$ cat src/hdl/yuvesc_pkg.sv
package yuvesc_pkg;

    // one UYVY macropixel, packed U:Y0:V:Y1
    typedef struct packed {
        logic [7:0] chroma_u;
        logic [7:0] luma_first;
        logic [7:0] chroma_v;
        logic [7:0] luma_second;
    } pix_t;

    typedef struct packed {
        logic [7:0]  seg_code;
        logic [17:0] edge_total;
        logic        frame_last;
    } res_t;

    // one line store entry: row above (prev) and the row above that (prev2)
    typedef struct packed {
        pix_t prev;
        pix_t prev2;
    } line_t;

    localparam int GRAD_W = 18;
    localparam int DIM_W  = 9;
    localparam int THR_W  = 18;

    typedef struct packed {
        logic [DIM_W-1:0] row_mp;
        logic [DIM_W-1:0] frame_rows;
        logic [THR_W-1:0] edge_thr;
        logic             restart;
    } cfg_t;

    localparam logic [1:0] REG_ROW_MP     = 2'd0;
    localparam logic [1:0] REG_FRAME_ROWS = 2'd1;
    localparam logic [1:0] REG_EDGE_THR   = 2'd2;

    localparam logic [DIM_W-1:0] ROW_MP_RESET     = 9'd160;
    localparam logic [DIM_W-1:0] FRAME_ROWS_RESET = 9'd240;
    localparam logic [DIM_W-1:0] MIN_DIM          = 9'd3;

endpackage

$ cat src/hdl/yuvesc_grad.sv
module yuvesc_grad
    import yuvesc_pkg::*;
(
    input  pix_t              a,
    input  pix_t              b,
    output logic [GRAD_W-1:0] grad
);

    logic [8:0]         sum_a;
    logic [8:0]         sum_b;
    logic signed [9:0]  dy;
    logic signed [8:0]  du;
    logic signed [8:0]  dv;
    logic signed [19:0] dy_sq;
    logic signed [17:0] du_sq;
    logic signed [17:0] dv_sq;

    assign sum_a = {1'b0, a.luma_first} + {1'b0, a.luma_second};
    assign sum_b = {1'b0, b.luma_first} + {1'b0, b.luma_second};
    assign dy    = $signed({1'b0, sum_a}) - $signed({1'b0, sum_b});
    assign du    = $signed({1'b0, a.chroma_u}) - $signed({1'b0, b.chroma_u});
    assign dv    = $signed({1'b0, a.chroma_v}) - $signed({1'b0, b.chroma_v});

    assign dy_sq = dy * dy;
    assign du_sq = du * du;
    assign dv_sq = dv * dv;

    // luma term is (dY0+dY1)^2 / 4, at most 16 bits
    assign grad = {2'b00, dy_sq[17:2]} + {2'b00, du_sq[15:0]} + {2'b00, dv_sq[15:0]};

endmodule
$ cat config.mk
export PLATFORM = sky130hd
export DESIGN_NAME = yuvesc_grad
export DESIGN_NICKNAME = d
export VERILOG_FILES = /design/src/hdl/yuvesc_pkg.sv /design/src/hdl/yuvesc_grad.sv
export SDC_FILE = /design/constraint.sdc
export NUM_CORES = 1
export LEC_CHECK = 0
export BUFFER_PORTS_ARGS = -buffer_cell sky130_fd_sc_hd__buf_4
export CORE_AREA = 2 2 175 177
export DETAILED_ROUTE_END_ITERATION = 12
export DIE_AREA = 0 0 177 179
export GPL_TIMING_DRIVEN = 0
export SYNTH_ARGS = -nofsm -noshare
export SYNTH_HDL_FRONTEND = slang
export SYNTH_SLANG_ARGS = --single-unit
$ cat constraint.sdc
create_clock -name vclk -period 7.65
set_input_delay 0 -clock vclk [all_inputs]
set_output_delay 0 -clock vclk [all_outputs]
set_load 0.005 [all_outputs]
==> summary.txt <==
Critical path
  • Crit path to: grad[15]
  • Critical Path Most Common Cell: fa_1
  • CP max stage delay: 550 ps
  • Crit path buf inv count: 11
  • Kind of critical path: in -> out
  • CP top delay family: adder cells
  • Worst Setup End Kind: output port
  • Crit path from: a[0]
  • Worst path depth: 40
  • CP Launch Type: input port
  • CP required: 7650 ps
  • Crit-path max FO: 3
  • Critical path's slowest cell: fa_1
  • Worst EP arrival: 8620 ps

Detailed routing
  • DR WL/cell: 12.4 um
  • Via Count: 8012
  • Vias per inst: 4.67
  • Routed Antenna Nets: 0
  • Drt first pass iters: 7
  • Drt drc: 0
  • Initial DRC count: 299
  • Routed wire length: 21300 um

Timing
  • RSZ-0062 raised after global routing: yes
  • Final worst-path cycle share: 113%
  • Worst Slack Setup Final: -971 ps
  • Accumulated negative setup slack: -6470 ps
  • Worst Tran Pin Value: 884 ps
  • Final hold violation count: 0
  • Fmax: 116 MHz
  • Slew headroom: 40.7%
  • Max Slew Vio Count: 0
  • # setup viols final: 10
  • Fin crit period: 8620 ps

Yosys
  • Cells after Synth: 1202
  • Post-synth cell types: 54
  • Syn avg cell area: 8.59 um^2
  • Synthesized area: 10300 um^2
  • Synth area leader: fa_1
  • Fraction of the mapped netlist area in adder cells: 58.6%
  • Register area share after synthesis: 0%
  • Synth cell count leaders: inv_1, fa_1, ha_1, nor2_1, xnor2_1
  • Mux cell area share after synthesis: 0.0969%
  • Count leader, synth: inv_1
  • Post-Synth Simple-Gate Area: 11.0%
  • Synth Area in Compound Gates: 9.06%
  • Synth area leaders: fa_1, ha_1, inv_1, xnor2_1, nor2_1
  • Syn_nets: 1625
  • Post-Synth XOR/XNOR Area: 8.20%
  • Synth Warn #: 0
  • Largest family of logic cells by synthesized area: adder cells
  • Top-area cell type share of the netlist area: 40.3%

Floorplan
  • Starting Density: 34.4%
  • Die X: 177 um
  • IO Count: 82
  • Area of the die: 31700 um^2
  • Cell Rows: 64
  • Die height: 179 um
  • Core ar.: 30000 um^2

Place
  • Port Buffers: 82
  • HPWL after DPL: 18600 um
  • Placement Cell Area: 11700 um^2
  • DP Worst Slack: -1410 ps
  • Inst Count DP: 1680
  • Final RePlAce weighted congestion: 0.829

Cells and area
  • Area growth syn-to-layout: 21.3%
  • Final nets: 1745
  • Fin area: 12500 um^2
  • Register area: 0 um^2
  • Share of layout cells above drive strength 1: 20.2%
  • # diodes: 0
  • Non-Filler Instances: 1716
  • CLK BUF: 0
  • Seq_cells: 0

Min path
  • Type of the worst min-delay path: in -> out
  • Hold_sp: a[1]

Global routing
  • GRT Util Overall: 14.0%
  • First-pass GRT wire length: 37200 um
  • Global route total overflow: 0
  • Vias in the first global route: 8453
  • Largest net degree at the start of global routing: 11
  • Antenna violations before repair: 0

Job
  • Max-Cap Viols: 0

Run status
  • Failing checks: setup timing
  • Outcome: finished, violations left

Clock tree
  • Cts hold-fix bufs: 0
==> placed cells by master (no fill, tap or decap), drive strengths merged, types with 2 or more instances in the layout <==
master   netlist  layout
nor3b          2       2
buf            3     121
a31oi          6       6
nand3          5       5
xor2          29      29
o21a          11      11
a311o          2       2
nand2b        19      19
or3            5       5
o2111ai        2       2
xnor2         63      63
o211ai         3       3
o31ai          6       6
a2111o         2       2
a21oi         46      46
clkinv         4       4
nand2         54      54
nand3b         2       2
a21boi         3       3
and2           5       5
o21bai         6       6
clkbuf         8       8
nor2b          9       9
nor2         124     124
ha           151     151
a311oi         2       2
inv          342     342
fa           208     208
a21o          14      14
or2           11      11
a2111oi        3       3
o21ai         28      28
nor3          12      12
==> repair_timing <==
item,CTS,global route
resized for setup,53,61
gates cloned,0,0
endpoints found under the setup margin,13,12
setup buffers,24,14
pin swaps,35,32
==> metrics by stage <==
step	utilization (%)	hold WS [ps]
detailed placement	38.9	1030
global route	41.7	1020
CTS	40.4	1010
global placement	38.9	1050
finish	41.7	981
floorplan	-	609
==> tightest hold or removal path, cell delays in order <==
cell and delay [ps]:
buf_4 100, ha_4 230, nor2_1 280, fa_1 260, buf_4 120
==> layer usage <==
| metal | vias to the layer above | part of all wire, % | routed length, um | track usage [%] |
|---|---|---|---|---|
| li1 | 3880 | - | - | - |
| met1 | 4013 | 45 | 9540 | 18.7 |
| met2 | 107 | 52 | 11200 | 26.5 |
| met3 | 12 | 2.3 | 497 | 0.466 |
| met4 | 0 | 0.64 | 136 | 0.620 |
| met5 | - | 0 | 0 | 0 |
==> worst min path at each step <==
stage / end / slack (ps) / cells past startpoint
2_1_floorplan: grad[0] / 610 / 3
3_3_place_gp: grad[0] / 1050 / 6
3_5_place_dp: grad[0] / 1030 / 6
4_1_cts: grad[0] / 1010 / 5
5_1_grt: grad[0] / 1020 / 5
6_report: grad[0] / 980 / 5
==> cells by family (layout without fill, tap and decap cells) <==
logic type      count (synthesis)  in the layout
mux                             1              1
buf+inv                       357            475
compound gates                139            139
fa+ha+maj                     359            359
xor+xnor                       92             92
simple gates                  254            254
==> cell type report <==
type | count | area (um^2)
Fill cell | 2986 | 17500
Multi-Input combinational cell | 845 | 9740
Inverter | 346 | 1300
Timing Repair Buffer | 118 | 955
Tap cell | 396 | 495
Buffer | 11 | 47.5
Power is not shown: default switching activity piles up to over one toggle a cycle in this logic, so the estimate is an artifact.
