File: config.mk
export PLATFORM = sky130hd
export DESIGN_NAME = yuvesc_regs
export DESIGN_NICKNAME = d
export VERILOG_FILES = /design/src/hdl/yuvesc_pkg.sv /design/src/hdl/yuvesc_regs.sv
export SDC_FILE = /design/constraint.sdc
export NUM_CORES = 1
export LEC_CHECK = 0
export BUFFER_PORTS_ARGS = -buffer_cell sky130_fd_sc_hd__buf_2
export CORE_MARGIN = 4
export CORE_UTILIZATION = 43
export CTS_CLUSTER_SIZE = 12
export DETAILED_ROUTE_END_ITERATION = 16
export HOLD_SLACK_MARGIN = 0.05
export PLACE_DENSITY = 0.87
export SLEW_MARGIN = 40
export SYNTH_ARGS = -nofsm -noshare
export SYNTH_HDL_FRONTEND = slang
export SYNTH_SLANG_ARGS = --single-unit
File: constraint.sdc
create_clock -name clk -period 1.4 [get_ports clk]
set_input_delay 0.14 -clock clk [delete_from_list [all_inputs] [get_ports clk]]
set_output_delay 0.14 -clock clk [all_outputs]
set_load 0.02 [all_outputs]
File: src/hdl/yuvesc_pkg.sv
package yuvesc_pkg;

    // one UYVY macropixel, packed U:Y0:V:Y1
    typedef struct packed {
        logic [7:0] chroma_u;
        logic [7:0] luma_first;
        logic [7:0] chroma_v;
        logic [7:0] luma_second;
    } pix_t;

    typedef struct packed {
        logic [7:0]  seg_code;
        logic [17:0] edge_total;
        logic        frame_last;
    } res_t;

    // one line store entry: row above (prev) and the row above that (prev2)
    typedef struct packed {
        pix_t prev;
        pix_t prev2;
    } line_t;

    localparam int GRAD_W = 18;
    localparam int DIM_W  = 9;
    localparam int THR_W  = 18;

    typedef struct packed {
        logic [DIM_W-1:0] row_mp;
        logic [DIM_W-1:0] frame_rows;
        logic [THR_W-1:0] edge_thr;
        logic             restart;
    } cfg_t;

    localparam logic [1:0] REG_ROW_MP     = 2'd0;
    localparam logic [1:0] REG_FRAME_ROWS = 2'd1;
    localparam logic [1:0] REG_EDGE_THR   = 2'd2;

    localparam logic [DIM_W-1:0] ROW_MP_RESET     = 9'd160;
    localparam logic [DIM_W-1:0] FRAME_ROWS_RESET = 9'd240;
    localparam logic [DIM_W-1:0] MIN_DIM          = 9'd3;

endpackage

File: src/hdl/yuvesc_regs.sv
module yuvesc_regs
    import yuvesc_pkg::*;
#(
    parameter int MAX_ROW_MACROPIXELS = 320
)
(
    input  logic        clk,
    input  logic        rst_n,
    input  logic        psel,
    input  logic        penable,
    input  logic        pwrite,
    input  logic [3:0]  paddr,
    input  logic [31:0] pwdata,
    output logic [31:0] prdata,
    output logic        pready,
    output cfg_t        cfg
);

    localparam int MP_CAP = (MAX_ROW_MACROPIXELS > 511) ? 511 : MAX_ROW_MACROPIXELS;
    localparam logic [DIM_W-1:0] MP_MAX = DIM_W'(MP_CAP);

    logic [DIM_W-1:0] row_mp_reg;
    logic [DIM_W-1:0] frame_rows_reg;
    logic [THR_W-1:0] edge_thr_reg;
    logic             wr;
    logic [1:0]       idx;
    logic [DIM_W-1:0] wr_dim;
    logic [DIM_W-1:0] mp_sat;
    logic [DIM_W-1:0] rows_sat;

    assign pready = 1'b1;
    assign wr     = psel & penable & pwrite;
    assign idx    = paddr[3:2];
    assign wr_dim = pwdata[DIM_W-1:0];

    always_comb
    begin
        mp_sat   = wr_dim;
        rows_sat = wr_dim;
        if (wr_dim < MIN_DIM)
        begin
            mp_sat   = MIN_DIM;
            rows_sat = MIN_DIM;
        end
        else if (wr_dim > MP_MAX)
        begin
            mp_sat = MP_MAX;
        end
    end

    always_ff @(posedge clk or negedge rst_n)
    begin
        if (!rst_n)
        begin
            row_mp_reg     <= ROW_MP_RESET;
            frame_rows_reg <= FRAME_ROWS_RESET;
            edge_thr_reg   <= '0;
        end
        else if (wr)
        begin
            case (idx)
                REG_ROW_MP:     row_mp_reg     <= mp_sat;
                REG_FRAME_ROWS: frame_rows_reg <= rows_sat;
                REG_EDGE_THR:   edge_thr_reg   <= pwdata[THR_W-1:0];
                default:        ;
            endcase
        end
    end

    always_comb
    begin
        case (idx)
            REG_ROW_MP:     prdata = 32'(row_mp_reg);
            REG_FRAME_ROWS: prdata = 32'(frame_rows_reg);
            REG_EDGE_THR:   prdata = 32'(edge_thr_reg);
            default:        prdata = '0;
        endcase
    end

    assign cfg.row_mp     = row_mp_reg;
    assign cfg.frame_rows = frame_rows_reg;
    assign cfg.edge_thr   = edge_thr_reg;
    // geometry write restarts the frame
    assign cfg.restart    = wr && (idx inside {REG_ROW_MP, REG_FRAME_ROWS});

endmodule

==> metrics <==
status=completed; die height=73.6 um; critical path startpoint category=flip-flop; total power divided by cell area=1480 nW/um^2; row cnt=23; RSZ-0062 raised after global routing=yes; Worst Path Required=about 1300 ps; Synth Instances=165; initial antenna violation count=0; Post-DP HPWL=~3.6 mm; number of iterations in the first detailed-routing pass=4; FF+latch count, synth=36; gr ovfl total=0; HP Start=pwdata[9]; Yosys warnings=0; Mean Syn Cell Area=11.2 um^2; final worst-path cycle share=0.951; CTS tree=yes; post-synth top area cell=dfrtp_1; vias in the first global route=about 1500; clock slew at reported path FFs=80 ps; Avg WL per Cell=15.3 um; total core area=4090 um^2; CTS root buf=clkbuf_8; Die X=73.6 um; Critical Path AT=1190 ps; async set-or-reset flop fraction in the synthesized netlist=1.00; final instance area=2430 um^2; synth unique cells=26; layout cell share with drive strength beyond 1=0.523; worst setup margin=68.4 ps; DRT iter0 DRCs=81; # diodes=0; Worst Hold Path Cells=2; Setup CP Type=flip-flop to output port; first-pass GRT wire length=~7.3 mm; remaining routing DRC violations=0; fin cells=306; reg-to-reg slack, setup=610 ps; clock sinks=36; GPL Wtd Cong=0.845; min Tclk post-route=1330 ps; Peak VDD IR=~0.7 mV; global-route usage over all layers=0.180; endpoints failing setup=0; crit path max fanout=3; worst slack, placed=about 54 ps; CTS max path bufs=2; I/O pins=~110; via count=1518; Port Buf Inserts=79; Final Hold Vio Count=0; synthesis-to-finish area growth=31.3%; Final Max Tran Viols=0; Post-synth EDFFs=0; Hold Crit Class=input port to flip-flop; Inst Count DP=roughly 300; die area=between 5000 and 6000 um^2; count leader, synth=dfrtp_1; Commonest cells post-synth=dfrtp_1, mux2_2, o21ai_0; largest net degree at the start of global routing=37; Post-Route WL=4.67 mm; Initial Util=0.453; Critical R2R Launch=row_mp_reg[5]; Hold WS=72.7 ps; hold endpoint=edge_thr_reg[9]; ranking of synthesized cells by area=dfrtp_1, mux2_2, dfstp_2, buf_4, o21ai_0; synthesized cell area=1850 um^2; top-area cell type share of the netlist area=0.405; crit end category=output port; Layout Nets=296; worst reg2reg path endpoint=row_mp_reg[5]; leakage power=1.26 nW; Clk Latency, worst-skew pair=290 ps; max reg flops=18; fmax=roughly 750 MHz; Worst Max-Slew Pin Slew=615 ps; DP Area=2290 um^2; H-tree depth=2; clock skew=0 ps; max_cap viols=0; cts bufs inserted=5; main flop type after synthesis=dfrtp_1; via density per instance=4.96; Slew HR=0.590; FF-to-FF path depth=2; ANT nets after route=0; Total Power=3.60 mW; sequential share of the synthesized area=0.491
==> cell families after synthesis <==
family,after synthesis,share of synthesized area
AO/OA/AOI/OAI,34,0.103
AND/OR/NAND/NOR,29,0.0872
other,2,0.00406
flip-flops,36,0.491
buffers and inverters,29,0.107
multiplexers,35,0.209
==> layout by cell type (no fill, tap or decap), types with 6 or more instances in the layout <==
master   synthesis  layout
and2_1           9       9
a21oi_1          6       6
mux2i_1          9       9
o31ai_1          7       7
buf_2            2      76
conb_1           2      15
nand2_1         10      10
dfrtp_1         30      30
mux2_2          25      25
buf_4           17      16
o21ai_0         19      15
dfstp_2          6       6
==> per-layer routing <==
layer | share of wire | global-route usage | vias to the layer above
met4 | 0.020 | 0.0724 | 0
li1 | - | - | 727
met2 | 0.51 | 0.293 | 60
met1 | 0.40 | 0.221 | 722
met5 | 0 | 0 | -
met3 | 0.077 | 0.0561 | 9
==> worst max path at each step <==
stage	startpoint	endpoint	slack, ps	cells after the start
final	frame_rows_reg[4]	prdata[4]	70	3
after CTS	frame_rows_reg[6]	prdata[6]	5	3
after floorplan	paddr[2]	prdata[1]	30	4
after detailed placement	paddr[3]	row_mp_reg[8]	50	4
after global placement	paddr[3]	row_mp_reg[8]	60	4
after global routing	frame_rows_reg[6]	prdata[6]	-30	3
==> critical path: stages, from the launching register on <==
cell,delay (ps)
dfstp_2,550
mux2i_1,70
o21ai_1,130
buf_4,160
==> per-stage QoR <==
stage,TNS (ps),util
floorplan,0,-
global placement,0,0.562
detailed placement,0,0.562
CTS,0,0.591
global route,-25.7,0.595
finish,0,0.595
==> timing repair <==
action                                  CTS  global route
buffers inserted                          0             1
hold buffers                              1             0
endpoints found under the hold margin    36             0
resized for setup                         0             7
endpoints found under the setup margin    0             4
==> cell type report <==
type	count	area, um^2
clock buffer	5	68.8
clock inverter	3	42.5
fill	365	1660
inverter	5	18.8
multi-input combinational	113	800
sequential	36	908
tap	50	62.6
timing repair buffer	94	531
==> power by group <==
part | internal, mW | total, mW | switching (mW)
registers | 1.30 | 1.47 | 0.168
logic | 0.480 | 1.22 | 0.737
clock network | 0.527 | 0.914 | 0.387
(Power assumes the default switching activity.)
